[config.mk]
export PLATFORM = sky130hd
export DESIGN_NAME = tga_truecolor_stream_decoder
export DESIGN_NICKNAME = d
export VERILOG_FILES = /design/src/hdl/tga_pkg.sv /design/src/hdl/tga_parser.sv /design/src/hdl/tga_out_reg.sv /design/src/hdl/tga_truecolor_stream_decoder.sv
export VERILOG_INCLUDE_DIRS = /design/src /design/src/hdl
export SDC_FILE = /design/constraint.sdc
export NUM_CORES = 1
export LEC_CHECK = 0
export BUFFER_PORTS_ARGS = -buffer_cell sky130_fd_sc_hd__buf_2
export CORE_MARGIN = 5
export CORE_UTILIZATION = 28
export DETAILED_ROUTE_END_ITERATION = 8
export PLACE_DENSITY = 0.55
export SLEW_MARGIN = 20
export SYNTH_ARGS = -nofsm -noshare
export SYNTH_HDL_FRONTEND = slang
export SYNTH_SLANG_ARGS = --single-unit
[constraint.sdc]
create_clock -name clk -period 10.2 [get_ports clk]
set_clock_uncertainty 0.05 [all_clocks]
set_input_delay 0.51 -clock clk [delete_from_list [all_inputs] [get_ports clk]]
set_output_delay 0.51 -clock clk [all_outputs]
set_load 0.05 [all_outputs]
[src/hdl/assert_macros.svh]
// ----------------------------------------------------------------------------
// Assertion macros
// Shorthands for clocked, reset-qualified concurrent assertions.
// ----------------------------------------------------------------------------
`ifndef ASSERT_MACROS_SVH
`define ASSERT_MACROS_SVH

// Same-cycle implication, sampled on clk, off while arst_n is low.
`define ASSERT_IMPLIES(label, ante, cons, msg) \
	label: assert property (@(posedge clk) disable iff (!arst_n) (ante) |-> (cons)) \
		else $error(msg);

// Next-cycle implication, sampled on clk, off while arst_n is low.
`define ASSERT_NEXT(label, ante, cons, msg) \
	label: assert property (@(posedge clk) disable iff (!arst_n) (ante) |=> (cons)) \
		else $error(msg);

`endif

[src/hdl/tga_pkg.sv]
// ----------------------------------------------------------------------------
// tga_pkg
// Types and constants shared by the TGA stream decoder modules.
// ----------------------------------------------------------------------------
`default_nettype none

package tga_pkg;

	// Parser phase
	typedef enum logic [2:0] {
		PH_IDLE,
		PH_HEADER,
		PH_ID,
		PH_PIXELS,
		PH_DONE
	} phase_t;

	// Result status codes
	typedef enum logic [2:0] {
		ST_PIXEL        = 3'd0,
		ST_EMPTY        = 3'd1,
		ST_UNSUPPORTED  = 3'd2,
		ST_SHORT_HEADER = 3'd3,
		ST_TRUNCATED    = 3'd4
	} status_t;

	// Header layout
	localparam logic [4:0] HEADER_LEN   = 5'd18;
	localparam logic [4:0] HB_ID_LEN    = 5'd0;
	localparam logic [4:0] HB_TYPE      = 5'd2;
	localparam logic [4:0] HB_WIDTH_LO  = 5'd12;
	localparam logic [4:0] HB_WIDTH_HI  = 5'd13;
	localparam logic [4:0] HB_HEIGHT_LO = 5'd14;
	localparam logic [4:0] HB_HEIGHT_HI = 5'd15;
	localparam logic [4:0] HB_DEPTH     = 5'd16;
	localparam logic [4:0] HB_DESC      = 5'd17;

	localparam logic [7:0] TYPE_TRUECOLOR = 8'd2;
	localparam logic [7:0] DEPTH_24       = 8'd24;
	localparam logic [7:0] DEPTH_32       = 8'd32;
	localparam int unsigned DESC_TOP_BIT  = 5;     // descriptor bit 0x20
	localparam logic [7:0] ALPHA_OPAQUE   = 8'd255;

	typedef struct packed {
		logic [7:0]  red;
		logic [7:0]  green;
		logic [7:0]  blue;
		logic [7:0]  alpha;
		logic [15:0] dest_column;
		logic [15:0] dest_row;
		logic [15:0] image_width;
		logic [15:0] image_height;
		status_t     status;
		logic        last;
	} result_t;

endpackage

`default_nettype wire

[src/hdl/tga_parser.sv]
// ----------------------------------------------------------------------------
// tga_parser
// Header/ID/pixel parse state and combinational result computation per byte.
// ----------------------------------------------------------------------------
`default_nettype none

module tga_parser import tga_pkg::*; (
	input  wire logic    clk,
	input  wire logic    arst_n,
	input  wire logic    accept,
	input  wire logic [7:0] data_byte,
	input  wire logic    first_byte,
	input  wire logic    final_byte,
	output logic         res_valid,
	output result_t      res,
	output phase_t       phase
);

	phase_t      phase_q;
	logic [4:0]  hidx_q;
	logic [7:0]  id_left_q;
	logic [7:0]  type_q;
	logic [15:0] width_q;
	logic [15:0] height_q;
	logic [7:0]  bpp_q;
	logic        top_q;
	logic [15:0] col_q;
	logic [15:0] row_q;
	logic [23:0] pix_q;
	logic [1:0]  bip_q;

	// current (after first-byte clear) and next values
	phase_t      c_phase, n_phase;
	logic [4:0]  c_hidx, n_hidx;
	logic [7:0]  c_id, n_id;
	logic [7:0]  c_type, n_type;
	logic [15:0] c_width, n_width;
	logic [15:0] c_height, n_height;
	logic [7:0]  c_bpp, n_bpp;
	logic        c_top, n_top;
	logic [15:0] c_col, n_col;
	logic [15:0] c_row, n_row;
	logic [23:0] c_pix, n_pix;
	logic [1:0]  c_bip, n_bip;

	logic        is32;
	logic        gather;
	logic [15:0] col_inc;
	logic        do_fail;
	status_t     fail_code;
	logic        fail_dims;
	logic        do_pix;
	logic        pix_last;

	always_comb begin
		c_phase  = first_byte ? PH_HEADER : phase_q;
		c_hidx   = first_byte ? '0 : hidx_q;
		c_id     = first_byte ? '0 : id_left_q;
		c_type   = first_byte ? '0 : type_q;
		c_width  = first_byte ? '0 : width_q;
		c_height = first_byte ? '0 : height_q;
		c_bpp    = first_byte ? '0 : bpp_q;
		c_top    = first_byte ? 1'b0 : top_q;
		c_col    = first_byte ? '0 : col_q;
		c_row    = first_byte ? '0 : row_q;
		c_pix    = first_byte ? '0 : pix_q;
		c_bip    = first_byte ? '0 : bip_q;

		n_phase  = c_phase;
		n_hidx   = c_hidx;
		n_id     = c_id;
		n_type   = c_type;
		n_width  = c_width;
		n_height = c_height;
		n_bpp    = c_bpp;
		n_top    = c_top;
		n_col    = c_col;
		n_row    = c_row;
		n_pix    = c_pix;
		n_bip    = c_bip;

		is32      = (c_bpp == DEPTH_32);
		gather    = is32 ? (c_bip < 2'd3) : (c_bip < 2'd2);
		col_inc   = c_col + 16'd1;
		do_fail   = 1'b0;
		fail_code = ST_PIXEL;
		fail_dims = 1'b1;
		do_pix    = 1'b0;
		pix_last  = 1'b0;

		unique case (c_phase)
			PH_HEADER: begin
				unique case (c_hidx)
					HB_ID_LEN:    n_id = data_byte;
					HB_TYPE:      n_type = data_byte;
					HB_WIDTH_LO:  n_width[7:0] = data_byte;
					HB_WIDTH_HI:  n_width[15:8] = data_byte;
					HB_HEIGHT_LO: n_height[7:0] = data_byte;
					HB_HEIGHT_HI: n_height[15:8] = data_byte;
					HB_DEPTH:     n_bpp = data_byte;
					HB_DESC:      n_top = data_byte[DESC_TOP_BIT];
					default: ;
				endcase
				n_hidx = c_hidx + 5'd1;
				if (n_hidx < HEADER_LEN) begin
					if (final_byte) begin
						do_fail   = 1'b1;
						fail_code = ST_SHORT_HEADER;
						fail_dims = 1'b0;
					end
				end else if (c_type != TYPE_TRUECOLOR ||
						(c_bpp != DEPTH_24 && c_bpp != DEPTH_32)) begin
					do_fail   = 1'b1;
					fail_code = ST_UNSUPPORTED;
				end else if (c_width == '0 || c_height == '0) begin
					do_fail   = 1'b1;
					fail_code = ST_EMPTY;
				end else begin
					n_phase = (c_id != '0) ? PH_ID : PH_PIXELS;
					if (final_byte) begin
						do_fail   = 1'b1;
						fail_code = ST_TRUNCATED;
					end
				end
			end
			PH_ID: begin
				n_id = c_id - 8'd1;
				if (n_id == '0)
					n_phase = PH_PIXELS;
				if (final_byte) begin
					do_fail   = 1'b1;
					fail_code = ST_TRUNCATED;
				end
			end
			PH_PIXELS: begin
				if (gather) begin
					case (c_bip)
						2'd0:    n_pix[7:0]   = data_byte;
						2'd1:    n_pix[15:8]  = data_byte;
						default: n_pix[23:16] = data_byte;
					endcase
					n_bip = c_bip + 2'd1;
					if (final_byte) begin
						do_fail   = 1'b1;
						fail_code = ST_TRUNCATED;
					end
				end else begin
					n_pix = '0;
					n_bip = '0;
					if (col_inc == c_width) begin
						n_col = '0;
						n_row = c_row + 16'd1;
					end else begin
						n_col = col_inc;
					end
					if (n_row == c_height) begin
						n_phase  = PH_DONE;
						do_pix   = 1'b1;
						pix_last = 1'b1;
					end else if (final_byte) begin
						do_fail   = 1'b1;
						fail_code = ST_TRUNCATED;
					end else begin
						do_pix = 1'b1;
					end
				end
			end
			default: ;
		endcase

		if (do_fail)
			n_phase = PH_DONE;
	end

	// Result assembly
	always_comb begin
		res       = '0;
		res_valid = do_fail | do_pix;
		if (do_pix) begin
			res.blue         = c_pix[7:0];
			res.green        = c_pix[15:8];
			res.red          = is32 ? c_pix[23:16] : data_byte;
			res.alpha        = is32 ? data_byte : ALPHA_OPAQUE;
			res.dest_column  = c_col;
			res.dest_row     = c_top ? (c_height - 16'd1 - c_row) : c_row;
			res.image_width  = c_width;
			res.image_height = c_height;
			res.status       = ST_PIXEL;
			res.last         = pix_last;
		end else if (do_fail) begin
			res.image_width  = fail_dims ? n_width : '0;
			res.image_height = fail_dims ? n_height : '0;
			res.status       = fail_code;
			res.last         = 1'b1;
		end
	end

	always_ff @(posedge clk or negedge arst_n) begin
		if (!arst_n) begin
			phase_q   <= PH_IDLE;
			hidx_q    <= '0;
			id_left_q <= '0;
			type_q    <= '0;
			width_q   <= '0;
			height_q  <= '0;
			bpp_q     <= '0;
			top_q     <= 1'b0;
			col_q     <= '0;
			row_q     <= '0;
			pix_q     <= '0;
			bip_q     <= '0;
		end else if (accept) begin
			phase_q   <= n_phase;
			hidx_q    <= n_hidx;
			id_left_q <= n_id;
			type_q    <= n_type;
			width_q   <= n_width;
			height_q  <= n_height;
			bpp_q     <= n_bpp;
			top_q     <= n_top;
			col_q     <= n_col;
			row_q     <= n_row;
			pix_q     <= n_pix;
			bip_q     <= n_bip;
		end
	end

	assign phase = phase_q;

endmodule

`default_nettype wire

[src/hdl/tga_out_reg.sv]
// ----------------------------------------------------------------------------
// tga_out_reg
// Result register; holds one result until the downstream side takes it.
// ----------------------------------------------------------------------------
`default_nettype none

module tga_out_reg import tga_pkg::*; (
	input  wire logic    clk,
	input  wire logic    arst_n,
	input  wire logic    load,
	input  wire logic    load_valid,
	input  wire result_t load_res,
	input  wire logic    out_ready,
	output logic         out_valid,
	output logic         free,
	output result_t      res
);

	logic    valid_q;
	result_t res_q;

	// free when empty or when the held result leaves this cycle
	assign free = !valid_q || out_ready;

	always_ff @(posedge clk or negedge arst_n) begin
		if (!arst_n) begin
			valid_q <= 1'b0;
		end else if (load) begin
			valid_q <= load_valid;
		end else if (out_ready) begin
			valid_q <= 1'b0;
		end
	end

	always_ff @(posedge clk) begin
		if (load && load_valid) begin
			res_q <= load_res;
		end
	end

	assign out_valid = valid_q;
	assign res       = res_q;

endmodule

`default_nettype wire

[src/hdl/tga_truecolor_stream_decoder.sv]
// ----------------------------------------------------------------------------
// tga_truecolor_stream_decoder
// Streaming decoder for uncompressed 24/32-bit true-color TGA files.
// ----------------------------------------------------------------------------
// The file enters one byte per input transaction, with first_byte marking
// byte 0 (parsing restarts there, abandoning any file in progress) and
// final_byte marking the last byte available. The 18-byte header is parsed,
// the ID field skipped, and image type 2 at depth 24 or 32 is accepted. Each
// completed pixel leaves as one output transaction in RGBA order (alpha 255
// for 24-bit data) with its column and its bottom-up row, mirrored when
// descriptor bit 0x20 is set. Errors end the file with one status transaction
// (empty image, unsupported format, short header, truncated pixel data) that
// has last high; the final pixel also carries last. Bytes outside a file are
// taken and dropped. The parse state updates and the result is computed in
// the cycle the byte is accepted, and the result lands in the output
// register, so a byte can be taken every clock as long as the output
// register is empty or is being drained in that cycle.
// ----------------------------------------------------------------------------
`default_nettype none

`include "assert_macros.svh"

module tga_truecolor_stream_decoder import tga_pkg::*; (
	input  wire logic        clk,
	input  wire logic        arst_n,
	// input channel
	input  wire logic        in_valid,
	output logic             in_ready,
	input  wire logic [7:0]  data_byte,
	input  wire logic        first_byte,
	input  wire logic        final_byte,
	// output channel
	output logic             out_valid,
	input  wire logic        out_ready,
	output logic [7:0]       red,
	output logic [7:0]       green,
	output logic [7:0]       blue,
	output logic [7:0]       alpha,
	output logic [15:0]      dest_column,
	output logic [15:0]      dest_row,
	output logic [15:0]      image_width,
	output logic [15:0]      image_height,
	output logic [2:0]       status,
	output logic             last
);

	logic    in_accept;
	logic    res_valid;
	result_t res_next;
	result_t res_out;
	phase_t  phase;
	logic    free;

	assign in_ready  = free;
	assign in_accept = in_valid && in_ready;

	// Parse state and per-byte result logic
	tga_parser u_parser (
		.clk        (clk),
		.arst_n     (arst_n),
		.accept     (in_accept),
		.data_byte  (data_byte),
		.first_byte (first_byte),
		.final_byte (final_byte),
		.res_valid  (res_valid),
		.res        (res_next),
		.phase      (phase)
	);

	// Output register: a new byte is taken whenever it is empty or draining
	tga_out_reg u_out (
		.clk        (clk),
		.arst_n     (arst_n),
		.load       (in_accept),
		.load_valid (res_valid),
		.load_res   (res_next),
		.out_ready  (out_ready),
		.out_valid  (out_valid),
		.free       (free),
		.res        (res_out)
	);

	assign red          = res_out.red;
	assign green        = res_out.green;
	assign blue         = res_out.blue;
	assign alpha        = res_out.alpha;
	assign dest_column  = res_out.dest_column;
	assign dest_row     = res_out.dest_row;
	assign image_width  = res_out.image_width;
	assign image_height = res_out.image_height;
	assign status       = res_out.status;
	assign last         = res_out.last;

	// A status transaction always closes the file
	`ASSERT_IMPLIES(a_status_is_last, out_valid && status != ST_PIXEL, last, "status result without last")

	// A pixel never lands outside the header width
	`ASSERT_IMPLIES(a_col_in_range, out_valid && status == ST_PIXEL, dest_column < image_width, "pixel column beyond image width")

	// Once a closing result is produced the parser stops until the next file
	`ASSERT_NEXT(a_last_ends_file, in_accept && res_valid && res_next.last, phase == PH_DONE, "file not closed after last result")

endmodule

`default_nettype wire

==> impl_results.md <==
* Vias in the first global route at 10.1k
* ANT nets after route at 0
* CTS root buf: clkbuf_16
* Seq/Total Area, Yosys at 47.9%
* Ant. Diodes at 0
* CTS tree: yes
* Final GP Congestion at 0.917
* Met1 Use GR at 21.6%
* Drt drc at 0
* Rows at 78
* Primary FF master, synth: dfrtp_1
* Postcts setup bufs at 0
* CP Data Arrival Time at 5.82 ns
* Static Leak at 5.94 nW
* Layout area overhead at 15.0%
* GR Layer Usage met3 at 1.96%
* First-iteration detailed-routing DRC count at 915
* Synth top area cells: dfrtp_1 24%, edfxtp_1 24%, a22o_1 5.6%
* Final period util at 55.9%
* R2r setup slk at 4.51 ns
* Reg2reg end: u_out.res[49]
* Dpl cell area at 13800 sq um
* First-pass GRT wire length at 61.5 mm
* Outcome: complete, no violations
* Die width at 223 microns
* Wire per inst at 20.2 microns
* Initial antenna violation count at 0
* Pre-CTS setup slack at 3.94 ns
* Gate power share at 16.2%
* RSZ-0062 raised after global routing: false
* Clock latency on the worst-skew pair at 0.56 ns
* Setup_tns at 0 ns
* EDFF count, synth at 100
* CTS resizes at 0
* Post-Layout Inst Area at 14700 sq um
* Mean Syn Cell Area at 9.95 sq um
* CTS Hold Buffers Added at 0
* Global route overflow at 0
* DP HPWL at 27.7 mm
* Post-layout min period at 5.70 ns
* Final setup vio count at 0
* Layout Nets at 1387
* Syn Std Cell Area at 12800 sq um
* R2R Path Start: u_parser.col_q[0]
* Met2 GRT Util at 24.9%
* Type of the worst setup path: primary input to flop
* Asr flop ratio synth at 55.4%
* DR pass1 iterations at 6
* Non-Filler Instances at 1965
* Die footprint at 49900 sq um
* Via count at 10.3k
* TritonCTS Buffers at 26
* Worst setup margin at 4.50 ns
* Slew HR at 26.8%
* # fillers at 4654
* H-tree level count at 1
* Sw frac at 30.3%
* Pins Over Slew Limit at 0
* Max Cap Viol at 0
* F_max at 175 MHz
* Distinct cells, synth at 87
* Via/cell ratio at 5.24
* GRT Overall Usage at 15.3%
* Initial Utilization at 28.2%
* Sw Pwr at 0.716 mW
* Commonest non-fill, non-tap cell in the layout: dfrtp_1
* Port Buffer Count at 115
* Crit start category: primary input
* Max Root-Sink Buffers at 3
* Worst vdd ir at 0.000110 V
* I/O Pins at 116
* Core ar. at 45200 sq um
* Layout cells sized above 1 at 15.5%
* Fin. Hold Viols at 0
* Yosys top cell by area: dfrtp_1
* Reg2Reg Depth at 14
* Most frequent cells in the layout: 124 x dfrtp_1, 121 x nand2_1, 114 x buf_2
* Cell Int Power at 1.65 mW
* GRT busiest layer: met2
* CP endpoint kind: flop
* Fin util at 32.5%
* Yosys top cell area share at 24.3%
* Synth Instances at 1282
* Required time worst endpoint at 10.32 ns
* Clk pwr share at 39.2%
* Mapped Nets at 1324
* Die height at 223 microns
* Inst Count DP at 1917
* Worst-Margin Slew at 1.09 ns
* Sequential share of power at 44.6%
* CTS clk-pin slew, worst paths at 0.06 ns
* Ys Warns at 0
* Critical path peak fanout at 64
* Post-Route WL at 39.6 mm
* Pwr dens at 161 nW/um^2
* Hold Path Class: primary input to asynchronous set/reset pin
* Largest net degree at the start of global routing at 67
* CTS sink count at 224
* Flops & latches, synth at 224
how the worst max path moves through the flow:
stage | from | endpoint | slack [ns] | cells after the start
floorplan | first_byte | u_out.res[0] | 1.37 | 23
global placement | first_byte | u_out.res[50] | 4.14 | 16
detailed placement | first_byte | u_out.res[18] | 3.94 | 16
CTS | u_parser.col_q[0] | u_out.res[49] | 4.50 | 14
global route | first_byte | u_out.res[49] | 3.96 | 16
finish | first_byte | u_out.res[49] | 4.50 | 16
power groups by stage:
| stage | Clock, mW | Combinational, mW | Sequential [mW] |
|---|---|---|---|
| 3_5_place_dp | 0 | 0.385 | 1.07 |
| 2_1_floorplan | 0 | 0.218 | 1.13 |
| 5_1_grt | 0.987 | 0.420 | 1.06 |
| 6_report | 0.927 | 0.384 | 1.06 |
| 3_3_place_gp | 0 | 0.382 | 1.07 |
| 4_1_cts | 0.954 | 0.387 | 1.05 |
cells in the mapped netlist, drive strengths merged (3+ instances only):
library cell  number
dfrtp            124
nand2            121
nor2             101
edfxtp           100
o21ai             88
a22o              82
clkbuf            66
a21oi             53
inv               43
and2              40
xnor2             38
nor3              34
nand3             32
buf               27
ha                27
xor2              25
mux2i             23
o31ai             22
nor4              21
a32o              18
nand2b            17
nand4             17
a31oi             14
and3              14
nor3b             12
a21o              11
nor2b             10
or3               10
o22ai              8
a311oi             6
mux2               6
or4                6
a211oi             5
and4b              4
nand4b             4
o21bai             4
or2                4
a22oi              3
and4               3
nor4b              3
o211ai             3
o31a               3
final cells by class:
cell class | instances | area (sq um) | share of cell area, %
clock buffer | 33 | 738 | 5.03
clock inverter | 15 | 121 | 0.827
inverter | 43 | 161 | 1.10
multi-input combinational | 922 | 6120 | 41.7
sequential | 224 | 6110 | 41.6
tap | 600 | 751 | 5.12
timing repair buffer | 128 | 676 | 4.61
sequential cells by signal (all words and copies together), names as in the netlist:
name	flops
u_parser.id_left_q	8
u_parser.hidx_q	5
u_parser.bip_q	2
u_parser.top_q	1
u_out.out_valid	1
u_parser.bpp_q	8
u_parser.phase	3
u_parser.height_q	16
u_parser.row_q	16
u_parser.width_q	16
u_parser.type_q	8
u_parser.pix_q	24
u_parser.col_q	16
u_out.res	100
metrics by stage:
step	power, mW	hold slack, ns
finish	2.37	0.0173
global route	2.47	0.0815
CTS	2.40	0.0282
detailed placement	1.46	0.425
global placement	1.45	0.426
floorplan	1.35	0.164
critical path, stage by stage:
cell and delay, ns:
buf_2 0.15, buf_4 0.32, nor2b_1 0.26, ha_1 0.35, nand4_1 0.21, nor4b_1 0.59, mux2i_1 0.33, nand3_1 0.25
nor4_4 0.82, mux2i_1 0.19, a311oi_2 0.25, nand4_2 0.26, o31a_1 0.40, o21ai_1 0.36, a21oi_4 0.10, buf_4 0.35
per-layer routing:
| layer | part of all wire (%) | wire (microns) | vias to the layer above |
|---|---|---|---|
| met2 | 47 | 18700 | 269 |
| met1 | 46 | 18200 | 5110 |
| met4 | 2.1 | 820 | 0 |
| li1 | - | - | 4872 |
| met3 | 4.7 | 1840 | 53 |
| met5 | 0 | 0 | - |
kinds of logic (layout without fill, tap and decap cells):
group           Yosys count  count (layout)  share of synthesized area, %
simple gates            458             458                          18.6
compound gates          342             342                          19.3
flops                   224             224                          47.9
buf+inv                 136             219                          4.25
xor+xnor                 65              65                          4.80
mux                      29              29                          2.34
fa+ha+maj                28              28                          2.81
No activity file was read; power rests on OpenSTA's default activity.
